$ cat src/hdl/framed_message_validator_macros.svh
// Assertion macros for the framed message validator.
// Depends on a clock named clk and a synchronous active-low reset named rst_n.
`ifndef FRAMED_MESSAGE_VALIDATOR_MACROS_SVH
`define FRAMED_MESSAGE_VALIDATOR_MACROS_SVH

// The consequent must hold in the same cycle as the antecedent.
`define FMV_ASSERT_NOW(label, ante, cons, msg) \
  label: assert property (@(posedge clk) disable iff (!rst_n) (ante) |-> (cons)) \
    else $error(msg);

// The consequent must hold in the cycle after the antecedent.
`define FMV_ASSERT_NEXT(label, ante, cons, msg) \
  label: assert property (@(posedge clk) disable iff (!rst_n) (ante) |=> (cons)) \
    else $error(msg);

`endif

$ cat src/hdl/fmv_pkg.sv
// Shared types and constants of the framed message validator.
// No dependencies; used by every module of the block.
package fmv_pkg;

  localparam int unsigned BYTE_W  = 8;
  localparam int unsigned KIND_W  = 3;
  localparam int unsigned COUNT_W = 16;
  localparam int unsigned CFG_IDX_W = 2;

  localparam logic [KIND_W-1:0] KIND_DATA = 3'd0;
  localparam logic [KIND_W-1:0] KIND_OK   = 3'd1;
  localparam logic [KIND_W-1:0] KIND_ADDR = 3'd2;
  localparam logic [KIND_W-1:0] KIND_END  = 3'd3;
  localparam logic [KIND_W-1:0] KIND_SUM  = 3'd4;

  localparam logic [CFG_IDX_W-1:0] CFG_IDX_START = 2'd0;
  localparam logic [CFG_IDX_W-1:0] CFG_IDX_END   = 2'd1;
  localparam logic [CFG_IDX_W-1:0] CFG_IDX_ADDR  = 2'd2;

  localparam logic [BYTE_W-1:0] START_BYTE_RST  = 8'h02;
  localparam logic [BYTE_W-1:0] END_BYTE_RST    = 8'h03;
  localparam logic [BYTE_W-1:0] OWN_ADDRESS_RST = 8'h04;

  typedef struct packed {
    logic [BYTE_W-1:0] start_byte;
    logic [BYTE_W-1:0] end_byte;
    logic [BYTE_W-1:0] own_address;
  } fmv_cfg_t;

  typedef struct packed {
    logic [KIND_W-1:0]  kind;
    logic [BYTE_W-1:0]  data_byte;
    logic [COUNT_W-1:0] good_count;
    logic [COUNT_W-1:0] error_count;
  } fmv_res_t;

endpackage

$ cat src/hdl/fmv_cfg_regs.sv
// Configuration registers of the framed message validator.
// Depends on fmv_pkg.
module fmv_cfg_regs (
  input  logic                            clk,
  input  logic                            rst_n,
  input  logic                            cfg_wr_en,
  input  logic [fmv_pkg::CFG_IDX_W-1:0]   cfg_index,
  input  logic [fmv_pkg::BYTE_W-1:0]      cfg_wdata,
  output fmv_pkg::fmv_cfg_t               cfg
);

  fmv_pkg::fmv_cfg_t cfg_r;

  always_ff @(posedge clk) begin
    if (!rst_n) begin
      cfg_r.start_byte  <= fmv_pkg::START_BYTE_RST;
      cfg_r.end_byte    <= fmv_pkg::END_BYTE_RST;
      cfg_r.own_address <= fmv_pkg::OWN_ADDRESS_RST;
    end else if (cfg_wr_en) begin
      case (cfg_index)
        fmv_pkg::CFG_IDX_START: cfg_r.start_byte  <= cfg_wdata;
        fmv_pkg::CFG_IDX_END:   cfg_r.end_byte    <= cfg_wdata;
        fmv_pkg::CFG_IDX_ADDR:  cfg_r.own_address <= cfg_wdata;
        default: ;
      endcase
    end
  end

  assign cfg = cfg_r;

endmodule

$ cat src/hdl/fmv_parser.sv
// Frame parser state machine: phase, checksum accumulation and frame counters.
// Depends on fmv_pkg.
module fmv_parser (
  input  logic                        clk,
  input  logic                        rst_n,
  input  logic                        step,
  input  logic [fmv_pkg::BYTE_W-1:0]  rx_byte,
  input  fmv_pkg::fmv_cfg_t           cfg,
  output logic                        res_valid,
  output fmv_pkg::fmv_res_t           res
);

  typedef enum logic [2:0] {
    PH_HUNT, PH_ADDR, PH_LEN, PH_DATA, PH_CHECK, PH_STAMP, PH_END
  } phase_t;

  phase_t                       phase_r, phase_nxt;
  logic [fmv_pkg::BYTE_W-1:0]   remaining_r, remaining_nxt;
  logic [fmv_pkg::BYTE_W-1:0]   sum_r, sum_nxt;
  logic [fmv_pkg::BYTE_W-1:0]   check_r, check_nxt;
  logic [fmv_pkg::COUNT_W-1:0]  good_r, good_nxt;
  logic [fmv_pkg::COUNT_W-1:0]  err_r, err_nxt;
  logic                         emit;
  logic [fmv_pkg::KIND_W-1:0]   kind;
  logic [fmv_pkg::BYTE_W-1:0]   data;

  always_comb begin
    phase_nxt     = phase_r;
    remaining_nxt = remaining_r;
    sum_nxt       = sum_r;
    check_nxt     = check_r;
    good_nxt      = good_r;
    err_nxt       = err_r;
    emit          = 1'b0;
    kind          = fmv_pkg::KIND_DATA;
    data          = '0;
    case (phase_r)
      PH_HUNT: begin
        if (rx_byte == cfg.start_byte) phase_nxt = PH_ADDR;
      end
      PH_ADDR: begin
        if (rx_byte == cfg.own_address) begin
          phase_nxt = PH_LEN;
        end else begin
          phase_nxt = PH_HUNT;
          err_nxt   = err_r + 1'b1;
          emit      = 1'b1;
          kind      = fmv_pkg::KIND_ADDR;
        end
      end
      PH_LEN: begin
        remaining_nxt = rx_byte;
        sum_nxt       = rx_byte;
        phase_nxt     = (rx_byte == '0) ? PH_CHECK : PH_DATA;
      end
      PH_DATA: begin
        sum_nxt       = sum_r + rx_byte;
        remaining_nxt = remaining_r - 1'b1;
        if (remaining_r == 8'd1) phase_nxt = PH_CHECK;
        emit = 1'b1;
        kind = fmv_pkg::KIND_DATA;
        data = rx_byte;
      end
      PH_CHECK: begin
        check_nxt = rx_byte;
        phase_nxt = PH_STAMP;
      end
      PH_STAMP: begin
        sum_nxt   = sum_r + rx_byte;
        phase_nxt = PH_END;
      end
      PH_END: begin
        phase_nxt = PH_HUNT;
        emit      = 1'b1;
        if (rx_byte != cfg.end_byte) begin
          err_nxt = err_r + 1'b1;
          kind    = fmv_pkg::KIND_END;
        end else if (sum_r != check_r) begin
          err_nxt = err_r + 1'b1;
          kind    = fmv_pkg::KIND_SUM;
        end else begin
          good_nxt = good_r + 1'b1;
          kind     = fmv_pkg::KIND_OK;
        end
      end
      default: phase_nxt = PH_HUNT;
    endcase
  end

  always_ff @(posedge clk) begin
    if (!rst_n) begin
      phase_r     <= PH_HUNT;
      remaining_r <= '0;
      sum_r       <= '0;
      check_r     <= '0;
      good_r      <= '0;
      err_r       <= '0;
    end else if (step) begin
      phase_r     <= phase_nxt;
      remaining_r <= remaining_nxt;
      sum_r       <= sum_nxt;
      check_r     <= check_nxt;
      good_r      <= good_nxt;
      err_r       <= err_nxt;
    end
  end

  assign res_valid       = step & emit;
  assign res.kind        = kind;
  assign res.data_byte   = data;
  assign res.good_count  = good_nxt;
  assign res.error_count = err_nxt;

endmodule

$ cat src/hdl/fmv_out_reg.sv
// Result register of the framed message validator with valid/ready output.
// Depends on fmv_pkg.
module fmv_out_reg (
  input  logic               clk,
  input  logic               rst_n,
  input  logic               push,
  input  fmv_pkg::fmv_res_t  res,
  output logic               room,
  output logic               out_valid,
  input  logic               out_ready,
  output fmv_pkg::fmv_res_t  out_res
);

  logic              valid_r;
  fmv_pkg::fmv_res_t res_r;

  assign room = !valid_r || out_ready;

  always_ff @(posedge clk) begin
    if (!rst_n) begin
      valid_r <= 1'b0;
    end else if (room) begin
      valid_r <= push;
    end
  end

  always_ff @(posedge clk) begin
    if (room && push) begin
      res_r <= res;
    end
  end

  assign out_valid = valid_r;
  assign out_res   = res_r;

endmodule

$ cat src/hdl/framed_message_validator.sv
// Channel  | Handshake            | Payload
// input    | in_valid / in_ready  | in_rx_byte
// result   | out_valid/ out_ready | out_kind, out_data_byte, out_good_count, out_error_count
// config   | cfg_wr_en            | cfg_index, cfg_wdata
//
// One received byte is taken per cycle unless a stalled result holds the input. Each byte
// sits in the input register; its result, if any, goes to the result register when consumed.
// The synchronous reset returns the parser to hunting, clears both counters and restores
// the configuration defaults. A stalled result holds the input register, which then
// holds in_ready low until the result transfer completes.
// Depends on fmv_pkg, fmv_cfg_regs, fmv_parser, fmv_out_reg and the macros header.
`include "framed_message_validator_macros.svh"

module framed_message_validator (
  input  logic                           clk,
  input  logic                           rst_n,
  input  logic                           in_valid,
  output logic                           in_ready,
  input  logic [fmv_pkg::BYTE_W-1:0]     in_rx_byte,
  output logic                           out_valid,
  input  logic                           out_ready,
  output logic [fmv_pkg::KIND_W-1:0]     out_kind,
  output logic [fmv_pkg::BYTE_W-1:0]     out_data_byte,
  output logic [fmv_pkg::COUNT_W-1:0]    out_good_count,
  output logic [fmv_pkg::COUNT_W-1:0]    out_error_count,
  input  logic                           cfg_wr_en,
  input  logic [fmv_pkg::CFG_IDX_W-1:0]  cfg_index,
  input  logic [fmv_pkg::BYTE_W-1:0]     cfg_wdata
);

  fmv_pkg::fmv_cfg_t          cfg;
  fmv_pkg::fmv_res_t          res;
  fmv_pkg::fmv_res_t          out_res;
  logic                       s1_valid_r;
  logic [fmv_pkg::BYTE_W-1:0] s1_byte_r;
  logic                       room;
  logic                       consume;
  logic                       res_valid;

  assign consume  = s1_valid_r && room;
  assign in_ready = !s1_valid_r || consume;

  always_ff @(posedge clk) begin
    if (!rst_n) begin
      s1_valid_r <= 1'b0;
    end else if (in_ready) begin
      s1_valid_r <= in_valid;
    end
  end

  always_ff @(posedge clk) begin
    if (in_valid && in_ready) begin
      s1_byte_r <= in_rx_byte;
    end
  end

  fmv_cfg_regs u_cfg (
    .clk       (clk),
    .rst_n     (rst_n),
    .cfg_wr_en (cfg_wr_en),
    .cfg_index (cfg_index),
    .cfg_wdata (cfg_wdata),
    .cfg       (cfg)
  );

  fmv_parser u_parser (
    .clk       (clk),
    .rst_n     (rst_n),
    .step      (consume),
    .rx_byte   (s1_byte_r),
    .cfg       (cfg),
    .res_valid (res_valid),
    .res       (res)
  );

  fmv_out_reg u_out (
    .clk       (clk),
    .rst_n     (rst_n),
    .push      (res_valid),
    .res       (res),
    .room      (room),
    .out_valid (out_valid),
    .out_ready (out_ready),
    .out_res   (out_res)
  );

  assign out_kind        = out_res.kind;
  assign out_data_byte   = out_res.data_byte;
  assign out_good_count  = out_res.good_count;
  assign out_error_count = out_res.error_count;

  `FMV_ASSERT_NOW(a_data_zero, out_valid && (out_kind != fmv_pkg::KIND_DATA), out_data_byte == '0, "data byte set on a frame report")
  `FMV_ASSERT_NOW(a_ready_only_full, !in_ready, s1_valid_r && out_valid && !out_ready, "input stalled without a stalled result")
  `FMV_ASSERT_NEXT(a_s1_held, s1_valid_r && !consume, s1_valid_r && $stable(s1_byte_r), "held input byte lost")

endmodule

$ cat config.mk
export PLATFORM = sky130hd
export DESIGN_NAME = framed_message_validator
export DESIGN_NICKNAME = d
export VERILOG_FILES = /design/src/hdl/fmv_pkg.sv /design/src/hdl/fmv_cfg_regs.sv /design/src/hdl/fmv_parser.sv /design/src/hdl/fmv_out_reg.sv /design/src/hdl/framed_message_validator.sv
export VERILOG_INCLUDE_DIRS = /design/src /design/src/hdl
export SDC_FILE = /design/constraint.sdc
export NUM_CORES = 1
export LEC_CHECK = 0
export BUFFER_PORTS_ARGS = -buffer_cell sky130_fd_sc_hd__buf_2
export CELL_PAD_IN_SITES_DETAIL_PLACEMENT = 1
export CELL_PAD_IN_SITES_GLOBAL_PLACEMENT = 2
export CORE_MARGIN = 2
export CORE_UTILIZATION = 41
export DETAILED_ROUTE_END_ITERATION = 6
export GPL_ROUTABILITY_DRIVEN = 0
export GPL_TIMING_DRIVEN = 0
export PLACE_DENSITY = 0.95
export SLEW_MARGIN = 0
export SYNTH_ARGS = -nofsm -noshare
export SYNTH_HDL_FRONTEND = slang
export SYNTH_SLANG_ARGS = --single-unit
$ cat constraint.sdc
create_clock -name clk -period 8.7 [get_ports clk]
set_input_delay 0.435 -clock clk [delete_from_list [all_inputs] [get_ports clk]]
set_output_delay 0.435 -clock clk [all_outputs]
set_load 0.05 [all_outputs]
After elaboration in Yosys (flattened, before gate mapping). Index checks and enable logic that the tools add are counted. W data, S select, Z words.

Input port bits: 23. RAM bits: 0. Memories kept: 0. Bits in latches: 0. Bits in read-only memories: 0. Logic and storage cells: 77. Register bits: 136. Output and inout bits: 45.

$mul: 0. Reductions and logical operators: 21. Bitwise logic cells: 1. Eq/ne operators: 15. Magnitude comparators: 0. Div/mod/pow operators: 0. Shift-type cells: 0. $add $sub $neg: 4. Mux-type cells: 20.

Operators with widths (number): $mux W16 (6); $add A16 B1 Y16 const B (2); $pmux W16 S2 (1); $pmux W8 S2 (2); $pmux W3 S6 (1); $eq A8 B8 Y1 (2); $ne A8 B8 Y1 (2); $mux W3 (5); $reduce_and A2 Y1 (6); $eq A3 B3 Y1 const B (3); $add A8 B8 Y8 (1); $eq A8 B1 Y1 const B (1); $logic_not A8 Y1 (1); $sub A8 B1 Y8 const B (1); $eq A3 B2 Y1 const B (2); $pmux W3 S2 (1); $mux W2 (2); $ne A2 B1 Y1 const B (2); $reduce_bool A2 Y1 (2); $reduce_or A2 Y1 (2); $eq A3 B1 Y1 const B (1); $logic_and A1 B1 Y1 (3); $logic_not A3 Y1 (1); $reduce_and A3 Y1 (1); other kinds (8) (10).

Logic depth before layout (Yosys ltp). Gate-level depths: netlist of the first run.

Depth in word-level cells: 5. Mapped depth: 9. Depth with buffers taken out: 8.

Cells and area by module. A second synthesis of the first run with hierarchy kept.

Cell total of the unflattened synthesis: 697. Area, all modules: 6812.8 um^2.

By module, submodules not included: fmv_parser (sequential area each 1181.1 um^2, instances 1, area an instance 4232.8 um^2, cells each 543); fmv_out_reg (sequential area each 1311.3 um^2, instances 1, area an instance 1348.8 um^2, cells each 48); fmv_cfg_regs (sequential area each 480.5 um^2, instances 1, area an instance 925.9 um^2, cells each 92); framed_message_validator (sequential area each 260.2 um^2, instances 1, area an instance 305.3 um^2, cells each 14).

Least setup slack after synthesis of the first run. Ideal clock, no wire load.

Path type: register -> register. Start point: register u_out.valid_r, in the netlist u_out.out_valid. End point: register u_out.res_r (netlist bit u_out.out_res[0]), enable pin. Stages on the path, launching flop included: 6. Slack: 4.849 ns. Arrival: 3.391 ns. Required time: 8.241 ns. Period minus slack after synthesis: 3.851 ns. Setup time: 0.459 ns. Path buffers: 2. Path through: dfxtp_1 -> nor2b_1 -> nand2b_1 -> clkbuf_1 -> clkbuf_1 -> a21oi_1.

Cells in the longest elaborated chain, start to end: 5.

RTL lines: start: declaration (line fmv_out_reg.sv:14) `logic valid_r;`; start signal: assignment (line fmv_out_reg.sv:23) `valid_r <= push;`; $logic_not A1 Y1 (*) (line fmv_out_reg.sv:17) `assign room = !valid_r || out_ready;`; $logic_or A1 B1 Y1 (*) (line fmv_out_reg.sv:17); $logic_and A1 B1 Y1 (line framed_message_validator.sv:40) `assign consume = s1_valid_r && room;`; $and A1 B1 Y1 (line fmv_parser.sv:108) `assign res_valid = step & emit;`; $logic_and A1 B1 Y1 (*) (line fmv_out_reg.sv:28) `if (room && push) begin`; end signal: assignment (line fmv_out_reg.sv:29) `res_r <= res;`; end: declaration (line fmv_out_reg.sv:15) `fmv_pkg::fmv_res_t res_r;`.

Mark *: on every way between the ends. The rest lies on a longest branch, timed or not. A chain may end at the register's enable or synchronous reset.

==> results.sh, run 1 <==
export IMPL_die_w_um=132
export IMPL_fillerInstances=1831
export IMPL_reg2reg_to="u_out.out_res[1]"
export IMPL_h_tree_depth=4
export IMPL_grt_ovfl_total=0
export IMPL_slew_violations=0
export IMPL_synth_top_family_by_area="simple AND/OR/NAND/NOR gates"
export IMPL_fin_util_pct=50.0
export IMPL_cts_resized=0
export IMPL_power_density_nw_per_um2=185
export IMPL_fin_crit_ns=3.00
export IMPL_yosys_cell_types_count=58
export IMPL_cts_tree="yes"
export IMPL_drc=0
export IMPL_num_io_pins=68
export IMPL_whs_endpoint="s1_byte_r[1]"
export IMPL_finalHoldViolations=0
export IMPL_netlist_top_cell_by_area="dfxtp_1"
export IMPL_cts_sinks=136
export IMPL_route_antenna_remaining_nets=0
export IMPL_drive_gt1_share_pct=15.6
export IMPL_dpl_hpwl_um=13100
export IMPL_timing_final_ws_setup_ns=5.70
export IMPL_insertion_delay_ns=0.43
export IMPL_fin_skew_ns=0.00864
export IMPL_synth_area_um2=6730
export IMPL_synth_edf_count=51
export IMPL_wl_met1_um=7970
export IMPL_die_h_um=132
export IMPL_regToRegSetupSlack_ns=5.70
export IMPL_ir_drop_mv=0.126
export IMPL_ys_seq_area_share_pct=48.0
export IMPL_synth_ff_type="dfxtp_1"
export IMPL_setup_viol=0
export IMPL_maxUsedRoutingLayer="met4"
export IMPL_synth_mux_area_share_pct=5.99
export IMPL_end_kind="flip-flop"
export IMPL_p_leak_nw=3.28
export IMPL_wl_met2_um=9310
export IMPL_drt_initial_drc_count=314
export IMPL_die_area_um2=17500
export IMPL_min_from="in_rx_byte[1]"
export IMPL_start_util_pct=42.2
export IMPL_final_common_cell="dfxtp_1"
export IMPL_grt_pass1_wl_um=29800
export IMPL_grt_pass1_vias=5760
export IMPL_post_cts_buffers=0
export IMPL_ys_seq_elements=136
export IMPL_fin_tns_setup_ns=0
export IMPL_nets=810
export IMPL_holdCritPathClass="in2reg"
export IMPL_cts_root_buf="clkbuf_16"
export IMPL_pre_cts_ws_ns=5.67
export IMPL_area_delta_synth_final_pct=18.4
export IMPL_wl_per_cell_um=18.1
export IMPL_worstHoldPathCells=1
export IMPL_cp_data_required_time_ns=8.87
export IMPL_io_buffers=66
export IMPL_maxCapViolCount=0
export IMPL_cp_arrival_ns=3.17
export IMPL_synth_area_leaders="dfxtp_1 25%, edfxtp_1 23%, mux2i_1 5.7%"
export IMPL_cts_hold_buf=0
export IMPL_rr_startpoint="s1_byte_r[5]"
export IMPL_clock_path_buffers=2
export IMPL_period_share_pct=34.5
export IMPL_rsz0062_at_grt="false"
export IMPL_synth_xor_area_share_pct=9.37
export IMPL_antenna_found_initial=0
export IMPL_dr_wl_met3_um=601
export IMPL_finalWirelength_um=18100
export IMPL_worstSetupStartpointType="flip-flop"
export IMPL_cts_buffers=17
export IMPL_relSlewSlack_pct=52.6
export IMPL_synth_top_area_share_pct=25.3
export IMPL_syn_area_per_cell_um2=9.77
export IMPL_std_cell_rows=46
export IMPL_synthAdderAreaFrac_pct=2.34
export IMPL_antenna_cells=0
export IMPL_ys_warnings_count=0
export IMPL_vias=5499
export IMPL_core_area_um2=15900
export IMPL_synth_compound_area_share_pct=10.3
export IMPL_first_pass_iters=5
export IMPL_fmax_mhz=333
export IMPL_vias_per_cell=5.48
export IMPL_crit_type="reg2reg"
export IMPL_grtUsageTotal_pct=21.5
export IMPL_synthCells=689
export IMPL_synthSimpleGateAreaFrac_pct=20.1
export IMPL_worst_pin_slew_ns=0.711
export IMPL_cts_reportedPaths_clkPinSlew_ns=0.06
export IMPL_layout_common_cells="85 x dfxtp_1, 80 x nor2_1, 78 x buf_2"
export IMPL_grt_max_degree=35
export IMPL_worstSetupStartpoint="s1_byte_r[5]"
export IMPL_r2r_cells=8
export IMPL_status="finished, final reports clean"
export IMPL_synth_nets=724
export IMPL_async_flop_share_pct=0
export IMPL_critPathMaxFanout=10
[kinds of logic (layout without fill, tap and decap cells)]
group           Yosys count  after routing
simple gates            254            254
flops                   136            136
compound gates          111            111
xor+xnor                 72             72
buf+inv                  64            163
mux                      40             40
fa+ha+maj                12             12
[synthesized netlist by cell type (all sizes together) (2+ instances only)]
library cell,number
a211oi,4
a21boi,2
a21oi,40
a22oi,3
a31o,3
a31oi,4
and2,6
and3,18
and4,4
buf,14
clkbuf,33
dfxtp,85
edfxtp,51
ha,11
inv,17
mux2,2
mux2i,38
nand2,51
nand2b,7
nand3,21
nand3b,5
nand4,14
nand4b,3
nor2,80
nor2b,4
nor3,7
nor4,7
o21ai,22
o21bai,3
o22ai,2
o31ai,16
o32ai,2
or3,6
or4,19
xnor2,34
xor2,38
[through the flow]
| step | area (um2) | hold slack (ns) | power, mW | std cells |
|---|---|---|---|---|
| 2_1_floorplan | 6730 | 0.463 | 0.721 | 689 |
| 3_3_place_gp | 7330 | 0.474 | 0.743 | 971 |
| 3_5_place_dp | 7360 | 0.489 | 0.747 | 972 |
| 4_1_cts | 7970 | 0.173 | 1.48 | 1004 |
| 5_1_grt | 7970 | 0.171 | 1.52 | 1004 |
| 6_report | 7970 | 0.182 | 1.47 | 1004 |
[state kept, by name, indices dropped and copies added (netlist names)]
| register | cells |
|---|---|
| s1_byte_r | 8 |
| s1_valid_r | 1 |
| u_cfg.cfg | 24 |
| u_out.out_res | 43 |
| u_out.out_valid | 1 |
| u_parser.check_r | 8 |
| u_parser.err_r | 16 |
| u_parser.good_r | 16 |
| u_parser.phase_r | 3 |
| u_parser.remaining_r | 8 |
| u_parser.sum_r | 8 |
[how the worst max path moves through the flow]
| stage | to | slack [ns] | depth (start not counted) |
|---|---|---|---|
| after floorplan | u_out.out_res[0] | 4.85 | 5 |
| after global placement | u_out.out_valid | 3.73 | 8 |
| after detailed placement | u_out.out_res[1] | 5.67 | 8 |
| after CTS | u_out.out_res[1] | 5.64 | 8 |
| after global routing | u_out.out_res[1] | 5.53 | 8 |
| final | u_out.out_res[1] | 5.70 | 8 |
[report_power, final]
part / leakage (nW) / switching (mW) / internal (mW)
Sequential: 1.23 / 0.00451 / 0.663
Combinational: 1.76 / 0.0440 / 0.0222
Clock: 0.288 / 0.286 / 0.452
[worst max-delay path, cell delays in order (launching register included)]
cell      delay (ns)
edfxtp_1        0.40
buf_2           0.23
xor2_1          0.20
nor4_4          0.43
nand4_2         0.31
a21boi_1        0.27
buf_2           0.25
buf_2           0.28
mux2_2          0.38
[cell type report]
type                            count  area, um2  share of cell area [%]
Clock inverter                     14        175                    2.20
Buffer                             47        199                    2.50
Inverter                           17       63.8                   0.801
Tap cell                          216        270                    3.39
Clock buffer                       18        429                    5.39
Multi-Input combinational cell    489       3250                    40.7
Sequential cell                   136       3230                    40.6
Timing Repair Buffer               67        350                    4.40
[routing by layer]
layer,GRT usage [%],vias up
met5,0,-
met4,6.82,0
met3,3.88,23
met2,39.6,109
met1,25.3,2728
li1,-,2639
Power figures use the tool's default switching activity.
==> run 2: changes to the inputs <==
--- a/config.mk
+++ b/config.mk
@@ -10,11 +10,11 @@
 export CELL_PAD_IN_SITES_DETAIL_PLACEMENT = 1
 export CELL_PAD_IN_SITES_GLOBAL_PLACEMENT = 2
 export CORE_MARGIN = 2
-export CORE_UTILIZATION = 41
+export CORE_UTILIZATION = 34
 export DETAILED_ROUTE_END_ITERATION = 6
 export GPL_ROUTABILITY_DRIVEN = 0
 export GPL_TIMING_DRIVEN = 0
-export PLACE_DENSITY = 0.95
+export PLACE_DENSITY = 0.85
 export SLEW_MARGIN = 0
 export SYNTH_ARGS = -nofsm -noshare
 export SYNTH_HDL_FRONTEND = slang
==> constraint.sdc (replaced) <==
create_clock -name clk -period 2.7 [get_ports clk]
set_input_delay 0.135 -clock clk [delete_from_list [all_inputs] [get_ports clk]]
set_output_delay 0.135 -clock clk [all_outputs]
set_load 0.05 [all_outputs]
==> results.sh, run 2 (synthesis gave the netlist of run 1 again) <==
export IMPL_holdCritPathClass="in2reg"
export IMPL_setup_viol=0
export IMPL_cts_tree="yes"
export IMPL_worst_pin_slew_ns=0.897
export IMPL_grt_pass1_wl_um=29100
export IMPL_hold_slack_ns=0.0187
export IMPL_fmax_mhz=388
export IMPL_power_density_nw_per_um2=570
export IMPL_p_sw_mw=1.07
export IMPL_clock_path_buffers=2
export IMPL_grt_max_degree=23
export IMPL_worstSetupStartpointType="flip-flop"
export IMPL_slew_violations=0
export IMPL_p_int_mw=3.65
export IMPL_r2r_cells=9
export IMPL_start_util_pct=34.6
export IMPL_whs_endpoint="u_cfg.cfg[22]"
export IMPL_nets=832
export IMPL_num_io_pins=68
export IMPL_relSlewSlack_pct=40.1
export IMPL_first_pass_iters=4
export IMPL_antenna_found_initial=0
export IMPL_worstHoldPathCells=3
export IMPL_antenna_cells=0
export IMPL_finalWirelength_um=18100
export IMPL_multi_input_area_um2=3290
export IMPL_std_cell_rows=51
export IMPL_crit_slowest_cell="edfxtp_1"
export IMPL_insertion_delay_ns=0.43
export IMPL_regToRegSetupSlack_ns=0.12
export IMPL_status="finished, final reports clean"
export IMPL_grt_ovfl_total=0
export IMPL_path_buf_inv=4
export IMPL_die_h_um=145
export IMPL_power_frac_seq_pct=45.6
export IMPL_crit_top_cell="buf_6"
export IMPL_drive_gt1_share_pct=16.7
export IMPL_rsz0062_at_grt="true"
export IMPL_path_delay_family="buffers and inverters"
export IMPL_rr_startpoint="s1_byte_r[3]"
export IMPL_reg2reg_to="u_out.out_res[1]"
export IMPL_dpl_hpwl_um=12600
export IMPL_cp_cell_sequence="buf_6 -> xor2_1 -> nor4_4 -> buf_4 -> nand4_4 -> a21boi_2 -> buf_6 -> buf_6 -> mux2_2"
export IMPL_cts_sinks=136
export IMPL_cts_reportedPaths_clkPinSlew_ns=0.06
export IMPL_min_from="cfg_wdata[6]"
export IMPL_fin_tns_setup_ns=0
export IMPL_h_tree_depth=4
export IMPL_cts_buffers=17
export IMPL_timing_final_ws_setup_ns=0.120
export IMPL_wl_per_cell_um=16.9
export IMPL_ir_drop_mv=0.438
export IMPL_cts_root_buf="clkbuf_16"
export IMPL_route_antenna_remaining_nets=0
export IMPL_layout_common_cells="85 x dfxtp_1, 80 x nor2_1, 72 x buf_2"
export IMPL_max_stage_delay_ns=0.43
export IMPL_crit_type="reg2reg"
export IMPL_critPathMaxFanout=10
export IMPL_switching_share_pct=22.7
export IMPL_power_frac_comb_pct=4.9
export IMPL_grt_pass1_vias=5546
export IMPL_drc=0
export IMPL_cp_num_cells=9
export IMPL_vias=5473
export IMPL_finalHoldViolations=0
export IMPL_fin_crit_ns=2.58
export IMPL_fin_skew_ns=0.00993
export IMPL_p_leak_nw=3.38
export IMPL_regArea_um2=3230
export IMPL_core_area_um2=19500
export IMPL_maxCapViolCount=0
export IMPL_area_delta_synth_final_pct=23.0
export IMPL_final_common_cell="dfxtp_1"
export IMPL_end_kind="flip-flop"
export IMPL_die_area_um2=20900
export IMPL_fillerInstances=2227
export IMPL_io_buffers=66
export IMPL_die_w_um=145
export IMPL_cp_data_required_time_ns=2.88
export IMPL_vias_per_cell=5.09
export IMPL_worstSetupStartpoint="s1_byte_r[3]"
export IMPL_power_frac_clock_pct=49.5
export IMPL_cp_arrival_ns=2.76
export IMPL_largest_register_ffs=43
export IMPL_drt_initial_drc_count=264
export IMPL_pre_cts_ws_ns=-0.384
export IMPL_period_share_pct=95.6
export IMPL_grtUsageTotal_pct=18.2
run 2: cell count changes in the layout (fill, tap and decap cells not counted), moves of 2 or more:
cell           change
buf_6              +3
clkbuf_2           +2
inv_4              +2
dlygate4sd3_1     +16
clkbuf_1           -2
buf_4              +8
bufinv_16          -2
clkbuf_8           +4
buf_2              -6
clkinv_4           -5
run 2: how the worst max path moves through the flow:
stage / endpoint / slack (ns)
floorplan: u_out.out_res[0] / 0.28
global placement: u_out.out_res[1] / -0.34
detailed placement: u_out.out_res[1] / -0.38
CTS: u_out.out_res[1] / -0.05
global route: u_out.out_res[26] / -0.007
finish: u_out.out_res[1] / 0.12
run 2: power groups by stage:
stage | Sequential (mW) | Clock [mW] | Combinational [mW]
global placement | 2.19 | 0 | 0.208
finish | 2.15 | 2.34 | 0.233
floorplan | 2.19 | 0 | 0.135
detailed placement | 2.19 | 0 | 0.212
CTS | 2.15 | 2.39 | 0.233
global route | 2.15 | 2.48 | 0.256
run 2: cell type report:
| cell class | count | share of cell area (%) |
|---|---|---|
| multi-input cells | 490 | 39.8 |
| flip-flops and latches | 136 | 39.0 |
| repair buffers | 88 | 6.47 |
| clock buffers | 23 | 6.15 |
| well taps | 265 | 4.00 |
| plain buffers | 47 | 2.75 |
| clock inverters | 9 | 1.03 |
| inverters | 17 | 0.771 |
run 2: what timing repair did:
item,4_1_cts,5_1_grt
setup endpoints to repair,86,61
gates resized for setup,8,13
hold buffers,16,0
pin swaps,1,2
cloned,1,0
endpoints found under the hold margin,28,0
buffers inserted,1,5
run 2: through the flow:
stage          area, um2  power (mW)  cells  util, %
2_1_floorplan       6740        2.33    689        -
3_3_place_gp        7400        2.40   1020     38.0
3_5_place_dp        7400        2.41   1020     38.0
4_1_cts             8200        4.78   1070     42.1
5_1_grt             8280        4.89   1075     42.5
6_report            8280        4.72   1075     42.5
run 2: per-layer routing:
layer / up-vias / global-route usage (%) / share of wire (%)
li1: 2682 / - / -
met1: 2678 / 23.2 / 47
met2: 93 / 31.2 / 49
met3: 20 / 3.19 / 2.5
met4: 0 / 6.39 / 1.5
met5: - / 0 / 0
run 2: worst min-delay path, stage by stage:
cell and delay, ns:
buf_2 0.12, mux2i_1 0.08, nor2_1 0.07
